### src/hdl/histogram_contrast_stretch_macros.svh
`ifndef HISTOGRAM_CONTRAST_STRETCH_MACROS_SVH
`define HISTOGRAM_CONTRAST_STRETCH_MACROS_SVH

`ifndef SYNTHESIS
`define HCS_ASSERT_SAME(lbl, clk, rst_n, ante, cons) \
  lbl: assert property (@(posedge clk) disable iff (!rst_n) (ante) |-> (cons)) \
    else $error("same-cycle check failed");
`define HCS_ASSERT_NEXT(lbl, clk, rst_n, ante, cons) \
  lbl: assert property (@(posedge clk) disable iff (!rst_n) (ante) |=> (cons)) \
    else $error("next-cycle check failed");
`else
`define HCS_ASSERT_SAME(lbl, clk, rst_n, ante, cons)
`define HCS_ASSERT_NEXT(lbl, clk, rst_n, ante, cons)
`endif

`endif

### src/hdl/hcs_pkg.sv
package hcs_pkg;

  localparam int PIXEL_BITS  = 8;
  localparam int OUT_BITS    = 8;
  localparam int QUEUE_DEPTH = 4;
  localparam int QPTR_BITS   = $clog2(QUEUE_DEPTH);
  localparam int QCNT_BITS   = $clog2(QUEUE_DEPTH + 1);

  localparam logic [1:0] REQ_CLEAR = 2'd0;
  localparam logic [1:0] REQ_SCAN  = 2'd1;
  localparam logic [1:0] REQ_MAP   = 2'd2;

  typedef logic [PIXEL_BITS-1:0] pix_t;

  typedef struct packed {
    logic [1:0] req_type;
    logic [7:0] pixel_in;
  } in_word_t;

  typedef struct packed {
    logic [7:0] pixel_out;
    logic       flat_image;
  } out_word_t;

  typedef struct packed {
    logic flat;
    pix_t off;
    pix_t span;
  } map_cmd_t;

  typedef struct packed {
    logic full;
    logic empty;
  } q_stat_t;

endpackage

### src/hdl/hcs_queue.sv
`include "histogram_contrast_stretch_macros.svh"

module hcs_queue (
  input  logic              clk,
  input  logic              rst_n,
  input  logic              push,
  input  hcs_pkg::map_cmd_t wdata,
  input  logic              pop,
  output hcs_pkg::map_cmd_t rdata,
  output hcs_pkg::q_stat_t  stat
);
  import hcs_pkg::*;

  map_cmd_t               mem_r [QUEUE_DEPTH];
  logic [QPTR_BITS-1:0]   wr_ptr_r, wr_ptr_nxt;
  logic [QPTR_BITS-1:0]   rd_ptr_r, rd_ptr_nxt;
  logic [QCNT_BITS-1:0]   cnt_r, cnt_nxt;
  logic                   do_push, do_pop;

  assign stat.full  = (cnt_r == QCNT_BITS'(QUEUE_DEPTH));
  assign stat.empty = (cnt_r == '0);
  assign do_push    = push && !stat.full;
  assign do_pop     = pop && !stat.empty;
  assign rdata      = mem_r[rd_ptr_r];

  always_comb begin
    wr_ptr_nxt = wr_ptr_r;
    rd_ptr_nxt = rd_ptr_r;
    cnt_nxt    = cnt_r;
    if (do_push) begin
      wr_ptr_nxt = (wr_ptr_r == QPTR_BITS'(QUEUE_DEPTH - 1)) ? '0 : wr_ptr_r + 1'b1;
    end
    if (do_pop) begin
      rd_ptr_nxt = (rd_ptr_r == QPTR_BITS'(QUEUE_DEPTH - 1)) ? '0 : rd_ptr_r + 1'b1;
    end
    case ({do_push, do_pop})
      2'b10:   cnt_nxt = cnt_r + 1'b1;
      2'b01:   cnt_nxt = cnt_r - 1'b1;
      default: cnt_nxt = cnt_r;
    endcase
  end

  always_ff @(posedge clk) begin
    if (!rst_n) begin
      wr_ptr_r <= '0;
      rd_ptr_r <= '0;
      cnt_r    <= '0;
    end else begin
      wr_ptr_r <= wr_ptr_nxt;
      rd_ptr_r <= rd_ptr_nxt;
      cnt_r    <= cnt_nxt;
    end
  end

  always_ff @(posedge clk) begin
    if (do_push) begin
      mem_r[wr_ptr_r] <= wdata;
    end
  end

  `HCS_ASSERT_NEXT(a_q_full_push_holds, clk, rst_n, push && stat.full && !pop, $stable(cnt_r))
  `HCS_ASSERT_SAME(a_q_count_bound, clk, rst_n, 1'b1, cnt_r <= QCNT_BITS'(QUEUE_DEPTH))

endmodule

### src/hdl/hcs_front.sv
`include "histogram_contrast_stretch_macros.svh"

module hcs_front (
  input  logic              clk,
  input  logic              rst_n,
  input  logic              push,
  input  hcs_pkg::in_word_t in_word,
  input  hcs_pkg::q_stat_t  q_stat,
  output logic              q_push,
  output hcs_pkg::map_cmd_t q_wdata
);
  import hcs_pkg::*;

  pix_t dark_r, dark_nxt;
  pix_t bright_r, bright_nxt;
  pix_t pix, clamped;
  logic accept;

  assign accept = push && !q_stat.full;
  assign pix    = PIXEL_BITS'(in_word.pixel_in);

  always_comb begin
    clamped = pix;
    if (clamped < dark_r) begin
      clamped = dark_r;
    end
    if (clamped > bright_r) begin
      clamped = bright_r;
    end
  end

  assign q_wdata.flat = (bright_r <= dark_r);
  assign q_wdata.off  = clamped - dark_r;
  assign q_wdata.span = bright_r - dark_r;

  always_comb begin
    dark_nxt   = dark_r;
    bright_nxt = bright_r;
    q_push     = 1'b0;
    if (accept) begin
      case (in_word.req_type)
        REQ_CLEAR: begin
          dark_nxt   = '1;
          bright_nxt = '0;
        end
        REQ_SCAN: begin
          if (pix < dark_r) begin
            dark_nxt = pix;
          end
          if (pix > bright_r) begin
            bright_nxt = pix;
          end
        end
        REQ_MAP: begin
          q_push = 1'b1;
        end
        default: begin
          q_push = 1'b0;
        end
      endcase
    end
  end

  always_ff @(posedge clk) begin
    if (!rst_n) begin
      dark_r   <= '1;
      bright_r <= '0;
    end else begin
      dark_r   <= dark_nxt;
      bright_r <= bright_nxt;
    end
  end

  `HCS_ASSERT_NEXT(a_scan_orders_range, clk, rst_n, accept && in_word.req_type == REQ_SCAN, dark_r <= bright_r)

endmodule

### src/hdl/hcs_back.sv
`include "histogram_contrast_stretch_macros.svh"

module hcs_back (
  input  logic               clk,
  input  logic               rst_n,
  input  logic [7:0]         out_max,
  input  hcs_pkg::q_stat_t   q_stat,
  input  hcs_pkg::map_cmd_t  q_rdata,
  output logic               q_pop,
  output logic               res_valid,
  input  logic               res_pop,
  output hcs_pkg::out_word_t res
);
  import hcs_pkg::*;

  localparam int PROD_W = PIXEL_BITS + 8;
  localparam int DW     = PIXEL_BITS + 10;
  localparam int CNT_W  = $clog2(OUT_BITS);

  typedef enum logic [2:0] {B_IDLE, B_MUL, B_LOAD, B_DIV, B_HOLD} bstate_t;

  bstate_t             state_r;
  map_cmd_t            cmd_r;
  logic [PROD_W-1:0]   prod_r;
  logic [DW-1:0]       rem_r;
  logic [DW-1:0]       dsh_r;
  logic [OUT_BITS-1:0] quo_r;
  logic [CNT_W-1:0]    cnt_r;
  out_word_t           res_r;
  logic                ge;

  assign q_pop     = (state_r == B_IDLE) && !q_stat.empty;
  assign res_valid = (state_r == B_HOLD);
  assign res       = res_r;
  assign ge        = (rem_r >= dsh_r);

  always_ff @(posedge clk) begin
    if (!rst_n) begin
      state_r <= B_IDLE;
    end else begin
      case (state_r)
        B_IDLE: begin
          if (!q_stat.empty) begin
            cmd_r <= q_rdata;
            if (q_rdata.flat) begin
              res_r.pixel_out  <= '0;
              res_r.flat_image <= 1'b1;
              state_r          <= B_HOLD;
            end else begin
              state_r <= B_MUL;
            end
          end
        end
        B_MUL: begin
          prod_r  <= PROD_W'(cmd_r.off) * PROD_W'(out_max);
          state_r <= B_LOAD;
        end
        B_LOAD: begin
          rem_r   <= (DW'(prod_r) << 1) + DW'(cmd_r.span);
          dsh_r   <= DW'(cmd_r.span) << OUT_BITS;
          cnt_r   <= CNT_W'(OUT_BITS - 1);
          quo_r   <= '0;
          state_r <= B_DIV;
        end
        B_DIV: begin
          if (ge) begin
            rem_r <= rem_r - dsh_r;
          end
          dsh_r <= dsh_r >> 1;
          quo_r <= {quo_r[OUT_BITS-2:0], ge};
          cnt_r <= cnt_r - 1'b1;
          if (cnt_r == '0) begin
            res_r.pixel_out  <= 8'({quo_r[OUT_BITS-2:0], ge});
            res_r.flat_image <= 1'b0;
            state_r          <= B_HOLD;
          end
        end
        B_HOLD: begin
          if (res_pop) begin
            state_r <= B_IDLE;
          end
        end
        default: begin
          state_r <= B_IDLE;
        end
      endcase
    end
  end

  `HCS_ASSERT_NEXT(a_hold_stable, clk, rst_n, state_r == B_HOLD && !res_pop, state_r == B_HOLD && $stable(res_r))
  `HCS_ASSERT_NEXT(a_div_within_top, clk, rst_n, state_r == B_DIV && cnt_r == '0, !res_r.flat_image && res_r.pixel_out <= out_max)

endmodule

### src/hdl/histogram_contrast_stretch.sv
// Min-max contrast stretch of a grey image in two passes. A clear word resets the darkest and
// brightest seen levels, a scan word widens that range by one pixel, and a map word returns
// round((p - darkest) * out_max / (brightest - darkest)) rounded half up, with the pixel first
// saturated into the seen range; a flat or unscanned range returns 0 with flat_image set.
// Only map words give a result; clear, scan and unused codes give none. Clear and scan words
// are handled in the front alone. Each map word waits in a 4-entry command queue, then passes
// through the back end: queue pop, one multiply, one load, 8 steps of the restoring divider and
// a hold until popped; flat maps skip multiply, load and divider. The front takes words until
// the command queue fills; the back end pops a map word only once the last result is popped.
// The user writes out_max via cfg_we and cfg_wdata only while idle; the block won't check it.
module histogram_contrast_stretch (
  input  logic               clk,
  input  logic               rst_n,
  input  logic               push,
  output logic               full,
  input  hcs_pkg::in_word_t  in_word,
  output logic               empty,
  input  logic               pop,
  output hcs_pkg::out_word_t out_word,
  input  logic               cfg_we,
  input  logic [7:0]         cfg_wdata
);
  import hcs_pkg::*;

  logic [7:0] out_max_r;
  q_stat_t    q_stat;
  logic       q_push, q_pop, res_valid;
  map_cmd_t   q_wdata, q_rdata;

  always_ff @(posedge clk) begin
    if (!rst_n) begin
      out_max_r <= 8'd255;
    end else if (cfg_we) begin
      out_max_r <= cfg_wdata;
    end
  end

  assign full  = q_stat.full;
  assign empty = !res_valid;

  hcs_front u_front (
    .clk     (clk),
    .rst_n   (rst_n),
    .push    (push),
    .in_word (in_word),
    .q_stat  (q_stat),
    .q_push  (q_push),
    .q_wdata (q_wdata)
  );

  hcs_queue u_queue (
    .clk   (clk),
    .rst_n (rst_n),
    .push  (q_push),
    .wdata (q_wdata),
    .pop   (q_pop),
    .rdata (q_rdata),
    .stat  (q_stat)
  );

  hcs_back u_back (
    .clk       (clk),
    .rst_n     (rst_n),
    .out_max   (out_max_r),
    .q_stat    (q_stat),
    .q_rdata   (q_rdata),
    .q_pop     (q_pop),
    .res_valid (res_valid),
    .res_pop   (pop),
    .res       (out_word)
  );

endmodule

### config.mk
export PLATFORM = sky130hd
export DESIGN_NAME = histogram_contrast_stretch
export DESIGN_NICKNAME = d
export VERILOG_FILES = /design/src/hdl/hcs_pkg.sv /design/src/hdl/hcs_queue.sv /design/src/hdl/hcs_front.sv /design/src/hdl/hcs_back.sv /design/src/hdl/histogram_contrast_stretch.sv
export VERILOG_INCLUDE_DIRS = /design/src /design/src/hdl
export SDC_FILE = /design/constraint.sdc
export NUM_CORES = 1
export LEC_CHECK = 0
export ABC_CLOCK_PERIOD_IN_PS = 4200
export BUFFER_PORTS_ARGS = -buffer_cell sky130_fd_sc_hd__buf_2
export CAP_MARGIN = 20
export CORE_UTILIZATION = 59
export CTS_BUF_LIST = sky130_fd_sc_hd__clkbuf_4 sky130_fd_sc_hd__clkbuf_8
export CTS_CLUSTER_DIAMETER = 100
export CTS_CLUSTER_SIZE = 12
export DETAILED_ROUTE_END_ITERATION = 12
export PLACE_DENSITY_LB_ADDON = 0.08
export SLEW_MARGIN = 10
export SYNTH_ARGS = -nofsm -noshare
export SYNTH_HDL_FRONTEND = slang
export SYNTH_SLANG_ARGS = --single-unit
### constraint.sdc
create_clock -name clk -period 4.2 [get_ports clk]
set_input_delay 0.21 -clock clk [delete_from_list [all_inputs] [get_ports clk]]
set_output_delay 0.21 -clock clk [all_outputs]
set_load 0.02 [all_outputs]
* Word-level counts from Yosys, hierarchy flattened
Memory sizes are Yosys's and may differ from the RTL's. A register that Yosys moved wholly into a read port is not among the register bits.
Index checks and enable logic that the tools add are counted.
** Storage, ports and cells
- Register bits after elaboration :: 121
- Memory bits (writable) :: 68
- Input bits :: 23
- Output and inout port bits :: 11
- Logic and storage cells :: 103
- Memories kept :: 1
** Memories
- u_queue.mem_r :: depth 4, width 17, read ports 1, clocked after memory_dff 1, write ports 1, RTL line hcs_queue.sv:14 : map_cmd_t mem_r [QUEUE_DEPTH];
** Operators by class
- $add $sub $neg :: 9
- Multiply operators :: 1
- $lt $le $gt $ge :: 5
- Equality and inequality tests :: 18
- Muxes and demuxes :: 29
- Bitwise gates (word level) :: 1
- Reduce and logical (&&, ||, !) cells :: 23
** Operator list (number)
- $pmux W18 S2 :: 2
- $mux W8 :: 4
- $pmux W8 S2 :: 2
- $mux W9 :: 3
- $add A17 B8 Y18 :: 1
- $ge A18 B18 Y1 :: 1
- $mux W18 :: 1
- $pmux W9 S2 :: 1
- $sub A18 B18 Y18 :: 1
- $gt A8 B8 Y1 :: 2
- $mul A8 B8 Y16 :: 1
- $sub A8 B8 Y8 :: 2
- $pmux W3 S5 :: 1
- $reduce_and A3 Y1 :: 5
- $pmux W7 S2 :: 1
- $mux W3 :: 4
- $pmux W3 S2 :: 2
- $ne A2 B1 Y1 const B :: 5
- $logic_not A3 Y1 :: 3
- $eq A2 B2 Y1 const B :: 4
- $le A8 B8 Y1 :: 1
- $lt A8 B8 Y1 :: 1
- $mux W2 :: 4
- $reduce_bool A2 Y1 :: 4
- 15 further kinds :: 30

* Depth between registers and ports, before layout
Gate-level depths: netlist of run 1.
- Depth after elaboration :: 7
- Gate-level depth with buffers :: 24
- Depth with buffers taken out :: 23

* By module
Synthesis of run 1 repeated with hierarchy kept, for this count alone.
** Unflattened totals
- Cells, all modules :: 1033
- Area, all modules :: 11811.3 sq um
** By module, submodules not included
- hcs_back :: times used 1, cells each 612, area each 6507.5 sq um, sequential area each 2612.5 sq um
- hcs_queue :: times used 1, cells each 145, area each 2986.6 sq um, sequential area each 2222.1 sq um
- hcs_front :: times used 1, cells each 249, area each 2028.2 sq um, sequential area each 320.3 sq um
- histogram_contrast_stretch :: times used 1, cells each 27, area each 289.0 sq um, sequential area each 160.2 sq um

* Least setup slack after synthesis of run 1
OpenSTA, ideal clock, no wires.
- Path kind :: register -> register
- From :: reg u_front.dark_r[2]
- To :: mem u_queue.mem_r[0][15] (netlist bit), data pin
- Library setup time :: 275 ps
- Arrival :: 4419 ps
- Required time :: 3925 ps
- Slack :: -494 ps
- Stages on the path, launching flop included :: 23
- Buffers on the path :: 1
- Period minus slack after synthesis :: 4694 ps
- Cell sequence :: dfxtp_1 > inv_1 > ha_1 > a21o_1 > a31oi_1 > o21ai_1 > a221o_2 > o21ai_0 > ha_1 > nor2b_1 > o211ai_1 > a21oi_1 > o22ai_1 > clkbuf_1 > mux2_2 > ha_1 > nor2b_1 > o21ai_0 > nand2b_1 > a21o_1 > a21oi_1 > o21ai_0 > xnor2_1
** RTL lines
- start: declaration :: RTL line hcs_front.sv:14 : pix_t dark_r, dark_nxt;
- start signal: assignment :: RTL line hcs_front.sv:69 : dark_r <= dark_nxt;
- end: declaration :: RTL line hcs_queue.sv:14

==> results.json, run 1 <==
{
  "synth_area_per_cell_um2": 11.3,
  "crit_type": "reg2reg",
  "multi_input_area_um2": 6180,
  "cap_violations": 0,
  "critPathCaptureType": "flip-flop",
  "ys_ff_latch": 189,
  "status": "finished with violations",
  "final_hold_viol_count": 0,
  "synthFlopType": "edfxtp_1",
  "crit_arrival_ps": 4750,
  "tritoncts": "built",
  "synth_edf_count": 153,
  "drt_iter0_markers": 405,
  "grt_start_max_net_pins": 44,
  "yosysWarnings": 0,
  "grt_pass1_vias": 8055,
  "rsz0062_at_grt": "true",
  "cts_sinks": 189,
  "die_width_um": 142,
  "worst_pin_slew_ps": 967,
  "power_density_nw_per_um2": 850,
  "design.die.area_um2": 20300,
  "drt_first_pass_iters": 5,
  "finalWorstSetupSlack_ps": -305,
  "slew_violations": 0,
  "viasPerCell": 5.57,
  "finalPower_mw": 11.8,
  "finalSetupViolCount": 24,
  "leakagePower_nw": 5.87,
  "num_vias": 8030,
  "hpwl_um": 17300,
  "min_period_ps": 4500,
  "grt_first_pass_wirelength_um": 39300,
  "cts_buffers": 17,
  "layoutNonFillerInstCount": 1441,
  "ff_latch_area_um2": 5330,
  "fillers": 1351,
  "gp_congestion": 0.904,
  "routed_wl_um": 24500,
  "max_freq_mhz": 222,
  "ant_nets": 0,
  "grt_antenna_before_repair": 0,
  "violations": "setup timing",
  "wl_per_cell_um": 17.0,
  "synth-seq-area-share_pct": 45.7,
  "num_antenna_cells": 0,
  "startpoint_type": "flip-flop",
  "h-tree-depth": 4,
  "fin_crit_sh_pct": 107,
  "relSlewSlack_pct": 35.5,
  "io_pins": 34,
  "area_delta_synth_final_pct": 19.1,
  "clock_skew_ps": 32.7,
  "syn_area_um2": 11600,
  "fin_area_um2": 13900,
  "hold_path_class": "in2reg",
  "required_ps": 4440,
  "ir_drop_uv": 1030,
  "grt_overflow": 0,
  "clock-root-buffer": "clkbuf_8",
  "dp_cells": 1363,
  "clock_latency_ps": 500,
  "syn_inst": 1026,
  "die_y_um": 142,
  "start_util_pct": 61.2,
  "drc": 0,
  "clk_pin_slew_worst_paths_ps": 120,
  "drive_above_1_share_pct": 24.5,
  "io_buffers": 33,
  "fin_nets": 1337,
  "syn-num-nets": 1195,
  "clockBufferDepth": 2,
  "yosysUniqueCellTypes": 58,
  "core_region_area_um2": 19000,
  "async_flop_share_pct": 0,
  "grt_usage_pct": 25.3,
  "rows": 50,
  "placed_area_um2": 12600,
  "crit_path_max_fanout": 7
}
layout make-up:
class / count / share of cell area [%]
flip-flops and latches: 189 / 38.5
multi-input cells: 691 / 44.6
repair buffers: 149 / 7.95
well taps: 260 / 2.35
clock inverters: 15 / 1.61
clock buffers: 17 / 1.69
inverters: 120 / 3.29
metrics by stage:
step	setup WS (ps)	util (%)	setup TNS (ps)	hold slack, ps
after floorplan	-8.51	-	-34.0	339
after global placement	-112	66.3	-1080	421
after detailed placement	-163	66.3	-2160	434
after CTS	-118	69.9	-662	23.4
after global routing	-488	72.8	-9040	14.8
final	-305	72.8	-4630	50.5
power breakdown:
group	total (mW)	switching [mW]	leakage, nW	internal, mW
Clock	1.35	0.849	0.225	0.500
Sequential	2.62	0.101	1.67	2.52
Combinational	7.80	3.75	3.97	4.05
Total	11.8	4.70	5.87	7.07
Yosys cell counts, types with 21 or more instances:
| cell | n | share of area [%] |
|---|---|---|
| and2_1 | 47 | 2.5 |
| a21oi_1 | 40 | 1.7 |
| nand2_1 | 90 | 2.9 |
| edfxtp_1 | 153 | 39 |
| xor2_1 | 24 | 1.8 |
| ha_1 | 105 | 11 |
| dfxtp_1 | 36 | 6.2 |
| inv_1 | 119 | 3.8 |
| fa_1 | 41 | 7.1 |
| clkbuf_1 | 21 | 0.68 |
| o21ai_0 | 32 | 1.4 |
| a21o_1 | 28 | 1.8 |
| xnor2_1 | 26 | 2.0 |
| nor2_1 | 37 | 1.2 |
metal layers:
layer	up-vias	routed length (um)	GRT usage, %
li1	3905	-	-
met1	3934	10600	32.4
met2	155	12500	44.1
met3	36	911	4.27
met4	0	500	7.81
met5	-	0	0
flip-flops by register name, indices dropped and copies added, names as in the netlist, 3 cells and up, named ones only:
register	flops
u_front.bright_r	8
u_front.dark_r	8
u_queue.mem_r	68
u_back.quo_r	7
u_back.prod_r	16
u_back.rem_r	18
u_queue.cnt_r	3
u_back.cnt_r	3
u_back.res	9
out_max_r	8
u_back.state_r	3
u_back.dsh_r	16
u_back.cmd_r	16
final timing paths:
path	from	to	slack, ps	cells past startpoint
worst min register to register	u_front.dark_r[5]	u_front.dark_r[5]	490	2
worst max-delay path	u_front.dark_r[2]	u_queue.mem_r[3][15]	-300	23
worst min-delay path	pop	u_back.state_r[2]	50	3
worst max register to register	u_front.dark_r[2]	u_queue.mem_r[3][15]	-300	23
cells by family (layout without fill, tap and decap cells):
group,count (synthesis),in the layout,synth area share [%]
buf+inv,147,301,4.90
compound gates,176,177,9.96
xor+xnor,50,50,3.76
fa+ha+maj,146,146,18.3
flops,189,189,45.7
mux,39,39,5.25
simple gates,279,279,12.1
repair_timing:
item                                    CTS  global route
setup buffers                            10            28
hold endpoints to repair                  8             0
hold buffers                              8             0
pin swaps                                17            59
gates resized for setup                  14            88
endpoints found under the setup margin   23            31
cloned                                    1             0
worst max-delay path: stages, from the launching register on:
cell and delay (ps):
dfxtp_2 370, inv_4 40, ha_4 230, a21o_1 140, a31oi_1 160, o21ai_1 130, a221o_2 470, nand2_2 90
o21ai_2 60, ha_1 290, nor2b_1 150, o211ai_1 230, a21oi_1 110, o22ai_1 130, buf_4 180, mux2_4 310
ha_4 210, nor2b_4 120, o21ai_1 150, nand2b_1 90, a21o_1 180, a21oi_2 180, o21ai_2 90, xnor2_2 160
cell usage in the layout, fill, tap and decap left out, types with 19 or more instances in the layout:
master,instances
a21o_1,28
a21oi_1,35
and2_1,41
buf_2,33
buf_4,96
dfxtp_1,30
edfxtp_1,153
fa_1,35
ha_1,92
inv_1,104
nand2_1,81
nand2b_1,19
nand3_1,19
nor2_1,34
o21ai_0,26
xnor2_1,22
xor2_1,22
No activity file was read; power rests on OpenSTA's default activity.
==> run 2: changes to the inputs <==
--- a/config.mk
+++ b/config.mk
@@ -6,6 +6,7 @@
 export SDC_FILE = /design/constraint.sdc
 export NUM_CORES = 1
 export LEC_CHECK = 0
+export ABC_AREA = 1
 export ABC_CLOCK_PERIOD_IN_PS = 4200
 export BUFFER_PORTS_ARGS = -buffer_cell sky130_fd_sc_hd__buf_2
 export CAP_MARGIN = 20
@@ -15,6 +16,7 @@
 export CTS_CLUSTER_SIZE = 12
 export DETAILED_ROUTE_END_ITERATION = 12
 export PLACE_DENSITY_LB_ADDON = 0.08
+export REMOVE_ABC_BUFFERS = 1
 export SLEW_MARGIN = 10
 export SYNTH_ARGS = -nofsm -noshare
 export SYNTH_HDL_FRONTEND = slang
==> run 2 against run 1 <==
Critical path depth decreased by 8. Power increased by 1.2%. Flip-flop and latch count unchanged. Clock power decreased by 3%. Routed wire length increased by 4.9%. Global-route usage increased by 0.71 points. The flow now finishes without violations. Maximum frequency increased by 11%. Hold slack got worse by 22 ps. Worst setup slack improved by 440 ps. Register-to-register slack improved by 440 ps. Die area increased by 3.0%. Clock skew decreased by 13 ps.
==> results.json, run 2 <==
{
  "status": "completed",
  "gp_congestion": 0.896,
  "ant_nets": 0,
  "relSlewSlack_pct": 40.8,
  "wl_per_cell_um": 15.5,
  "yosysWarnings": 0,
  "clk_pin_slew_worst_paths_ps": 110,
  "min_period_ps": 4070,
  "synth_edf_count": 153,
  "num_antenna_cells": 0,
  "synth_area_per_cell_um2": 9.12,
  "finalSetupViolCount": 0,
  "synth.area.top_cells": "edfxtp_1, ha_1, nand2_1",
  "reg2reg_depth": 15,
  "final_core_util_pct": 67.6,
  "synth_top_area_share_pct": 38.3,
  "tritoncts": "built",
  "largest_register_ffs": 68,
  "final_hold_viol_count": 0,
  "clock_latency_ps": 470,
  "fin_nets": 1550,
  "required_ps": 4410,
  "placed_area_um2": 12600,
  "whs_ps": 29.0,
  "yosysMostFrequentCell": "nand2_1",
  "drive_above_1_share_pct": 11.8,
  "critPathCaptureType": "flip-flop",
  "viasPerCell": 5.43,
  "h-tree-depth": 4,
  "hpwl_um": 18900,
  "start_util_pct": 60.8,
  "drt_iter0_markers": 604,
  "finalPower_mw": 11.9,
  "final_common_cell": "nand2_1",
  "grt_antenna_before_repair": 0,
  "area_delta_synth_final_pct": 11.2,
  "syn_area_um2": 12000,
  "io_buffers": 33,
  "leakagePower_nw": 6.10,
  "crit_type": "reg2reg",
  "slew_violations": 0,
  "synthTopCellsByCount": "nand2_1, inv_1, edfxtp_1, nor2_1, o21ai_0",
  "clock-root-buffer": "clkbuf_8",
  "die_width_um": 145,
  "holdPathStages": 3,
  "crit_path_max_fanout": 5,
  "core_region_area_um2": 19700,
  "worst_pin_slew_ps": 885,
  "layoutNonFillerInstCount": 1659,
  "num_vias": 9001,
  "dp_cells": 1613,
  "finalWorstSetupSlack_ps": 134,
  "layout_common_cells": "nand2_1, inv_1, edfxtp_1",
  "syn_inst": 1315,
  "yosysUniqueCellTypes": 44,
  "hold_path_class": "in2reg",
  "routed_wl_um": 25700,
  "clockBufferDepth": 2,
  "cap_violations": 0,
  "fin_tns_setup_ps": 0,
  "grt_usage_pct": 26.1,
  "rows": 51,
  "grt_overflow": 0,
  "startpoint_type": "flip-flop",
  "design.die.area_um2": 20900,
  "fin_area_um2": 13300,
  "yosys.area.top_type": "edfxtp_1",
  "io_pins": 34,
  "drt_first_pass_iters": 5,
  "ir_drop_uv": 1100,
  "grt_pass1_vias": 8589,
  "grt_first_pass_wirelength_um": 41600,
  "synthFlopType": "edfxtp_1",
  "top_register": "u_queue.mem_r",
  "pre_cts_ws_ps": 19.0,
  "drc": 0,
  "crit_arrival_ps": 4280,
  "synth-seq-area-share_pct": 44.3,
  "ys_ff_latch": 189,
  "clock_skew_ps": 19.7,
  "die_y_um": 145,
  "async_flop_share_pct": 0,
  "cts_sinks": 189,
  "max_freq_mhz": 246,
  "power_density_nw_per_um2": 894,
  "cts_buffers": 17,
  "grt_start_max_net_pins": 47,
  "fin_crit_sh_pct": 96.8,
  "reg_top3": "u_queue.mem_r (68), u_back.rem_r (18)"
}
==> run 2: layer usage <==
| layer | part of all wire [%] | vias up | track usage, % |
|---|---|---|---|
| li1 | - | 4519 | - |
| met1 | 45 | 4254 | 33.8 |
| met2 | 50 | 198 | 45.6 |
| met3 | 3.8 | 30 | 3.64 |
| met4 | 1.7 | 0 | 7.04 |
| met5 | 0 | - | 0 |
==> run 2: critical path: stages (launching register included) <==
cell	delay, ps
edfxtp_1	450
buf_4	170
nand2_1	70
fa_1	510
inv_1	50
fa_1	470
inv_1	50
fa_1	520
inv_1	50
fa_1	510
ha_4	310
nand2_2	80
o21ai_2	160
a21oi_2	60
o31ai_2	240
xor2_1	100
==> run 2: area by class of cell <==
class                   instances  area [um^2]
inverters                     217          815
clock buffers                  18          248
well taps                     265          332
fillers                      1581         6390
clock inverters                14          208
flip-flops and latches        189         5320
multi-input cells             868         5800
repair buffers                 88          606
==> run 2: path summary, 6_finish.rpt <==
path / startpoint / to / slack [ps]
worst min-delay path: in_word[0] / u_front.dark_r[0] / 30
worst max register to register: u_back.cmd_r[13] / u_back.prod_r[14] / 130
worst min register to register: u_queue.cnt_r[2] / u_queue.cnt_r[2] / 510
worst max-delay path: u_back.cmd_r[13] / u_back.prod_r[14] / 130
==> run 2: cells by family (layout without fill, tap and decap cells) <==
group	count (synthesis)	count (layout)	synth area share [%]
buf+inv	258	337	8.29
simple gates	438	438	15.0
compound gates	253	253	12.3
xor+xnor	31	31	2.26
fa+ha+maj	146	146	17.8
flops	189	189	44.3
==> run 2: power by group <==
part / internal (mW) / total [mW] / switching (mW)
clock: 0.544 / 1.31 / 0.768
sequential: 2.81 / 3.02 / 0.207
combinational: 3.22 / 7.58 / 4.36
==> run 2: timing repair <==
action,CTS,global route
endpoints found under the setup margin,0,27
hold buffers,8,0
setup buffers,0,6
hold endpoints to repair,8,0
resized for setup,0,32
==> run 3: changes to the inputs <==
--- a/config.mk
+++ b/config.mk
@@ -7,10 +7,10 @@
 export NUM_CORES = 1
 export LEC_CHECK = 0
 export ABC_AREA = 1
-export ABC_CLOCK_PERIOD_IN_PS = 4200
+export ABC_CLOCK_PERIOD_IN_PS = 4400
 export BUFFER_PORTS_ARGS = -buffer_cell sky130_fd_sc_hd__buf_2
 export CAP_MARGIN = 20
-export CORE_UTILIZATION = 59
+export CORE_UTILIZATION = 60
 export CTS_BUF_LIST = sky130_fd_sc_hd__clkbuf_4 sky130_fd_sc_hd__clkbuf_8
 export CTS_CLUSTER_DIAMETER = 100
 export CTS_CLUSTER_SIZE = 12
==> constraint.sdc (replaced) <==
create_clock -name clk -period 4.4 [get_ports clk]
set_input_delay 0.22 -clock clk [delete_from_list [all_inputs] [get_ports clk]]
set_output_delay 0.22 -clock clk [all_outputs]
set_load 0.02 [all_outputs]
==> run 3 against run 2 <==
Cell area shrank 1.9%. Maximum frequency shrank 2.8%. Flip-flop and latch count stayed put. Core utilization decreased by 0.63 points. Hold slack gained 5.1 ps. Clock skew fell by 2.9 ps. Critical endpoint is now u_back.prod_r[12]. Global-route usage shrank 0.25 points. Highest routed layer is now met5. First-iteration DRC count decreased by 26%.
==> results.json, run 3 (synthesized netlist as in run 2, its figures left out) <==
{
  "cts_buffers": 17,
  "sw_frac_of_total_pct": 46.1,
  "clock-root-buffer": "clkbuf_8",
  "r2r_slack_ps": 220,
  "ant_nets": 0,
  "drive_above_1_share_pct": 10.0,
  "h-tree-depth": 4,
  "crit_path_max_fanout": 8,
  "num_antenna_cells": 0,
  "drc": 0,
  "hpwl_um": 18400,
  "io_pins": 34,
  "clock_latency_ps": 480,
  "fillers": 1672,
  "required_ps": 4630,
  "power_density_nw_per_um2": 808,
  "dp_cells": 1593,
  "startpoint_type": "flip-flop",
  "wl_per_cell_um": 15.1,
  "crit_arrival_ps": 4420,
  "leakagePower_nw": 5.99,
  "placed_area_um2": 12500,
  "final_common_cell": "nand2_1",
  "worst_pin_slew_ps": 920,
  "reg_top3": "u_queue.mem_r (68), u_back.rem_r (18)",
  "grt_antenna_before_repair": 1,
  "gp_congestion": 0.914,
  "layout_common_cells": "nand2_1, inv_1, edfxtp_1",
  "tritoncts": "built",
  "cts_sinks": 189,
  "status": "completed",
  "io_buffers": 33,
  "critPathCaptureType": "flip-flop",
  "power_frac_comb_pct": 61.8,
  "viasPerCell": 5.37,
  "final_core_util_pct": 67.0,
  "p_int_mw": 5.70,
  "top_register": "u_queue.mem_r",
  "start_util_pct": 61.4,
  "cap_violations": 0,
  "rsz0062_at_grt": "false",
  "design.die.area_um2": 20600,
  "drt_first_pass_iters": 5,
  "layoutNonFillerInstCount": 1644,
  "relSlewSlack_pct": 38.4,
  "slew_violations": 0,
  "clk_pin_slew_worst_paths_ps": 100,
  "clockBufferDepth": 2,
  "grt_overflow": 0,
  "grt_start_max_net_pins": 49,
  "p_sw_mw": 4.87,
  "finalSetupViolCount": 0,
  "core_region_area_um2": 19500,
  "fin_area_um2": 13100,
  "hold_path_class": "in2reg",
  "clockPowerShare_pct": 10.8,
  "max_freq_mhz": 239,
  "fin_nets": 1535,
  "min_period_ps": 4180,
  "crit_type": "reg2reg",
  "clock_skew_ps": 16.8,
  "rows": 51,
  "die_y_um": 143,
  "grt_usage_pct": 25.8,
  "drt_iter0_markers": 449,
  "num_vias": 8827,
  "grt_pass1_vias": 8243,
  "fin_tns_setup_ps": 0,
  "die_width_um": 143,
  "routed_wl_um": 24800,
  "largest_register_ffs": 68,
  "fin_crit_sh_pct": 95.1,
  "area_delta_synth_final_pct": 9.10,
  "pwr-share-seq_pct": 27.5,
  "ir_drop_uv": 794,
  "grt_first_pass_wirelength_um": 40300,
  "final_hold_viol_count": 0
}
run 3: final timing paths:
kind,depth (start not counted),endpoint,startpoint
hold / removal,4,u_back.state_r[2],pop
setup / recovery,15,u_back.prod_r[12],u_back.cmd_r[10]
setup reg to reg,15,u_back.prod_r[12],u_back.cmd_r[10]
hold reg to reg,2,u_queue.cnt_r[2],u_queue.cnt_r[2]
run 3: cell type report:
type                       count  area [um^2]  share of cell area (%)
inverter                     217          815                    6.23
timing repair buffer          73          485                    3.71
tap                          265          332                    2.53
sequential                   189         5320                    40.7
clock inverter                14          166                    1.27
multi-input combinational    868         5720                    43.7
clock buffer                  18          241                    1.85
run 3: repair_timing:
action                                  in CTS  in global routing
hold buffers                                 8                  0
buffers inserted                             0                 11
gates resized for setup                      0                 13
endpoints found under the setup margin       0                 16
endpoints found under the hold margin        8                  0
run 3: per-stage QoR:
stage	worst slack, ps	hold WS, ps	total power [mW]
global route	0.469	33.0	11.6
finish	216	34.1	10.6
global placement	199	434	8.94
detailed placement	95.5	434	9.02
floorplan	323	295	7.51
CTS	77.9	9.63	10.2
run 3: routing by layer:
metal | routed length [um] | global-route usage [%] | vias up
met3 | 971 | 3.33 | 41
met4 | 567 | 8.90 | 2
met1 | 11000 | 33.3 | 4116
met5 | 13 | 0 | -
met2 | 12300 | 44.9 | 180
li1 | - | - | 4488
run 3: power groups by stage:
stage          clock [mW]  combinational [mW]  sequential, mW
2_1_floorplan           0                4.60            2.92
3_3_place_gp            0                6.01            2.94
5_1_grt              1.23                7.45            2.93
6_report             1.14                6.53            2.90
3_5_place_dp            0                6.08            2.94
4_1_cts              1.16                6.13            2.90
run 3: critical path, cell delays in order (launching register included):
cell and delay (ps):
edfxtp_1 520, nand2_2 100, fa_1 540, inv_1 50, fa_1 520, inv_1 50, fa_1 500, fa_1 540
inv_1 50, ha_1 350, a21oi_1 150, o21ai_0 120, a21oi_2 190, nor2_1 60, nor2_1 120, xnor2_1 80
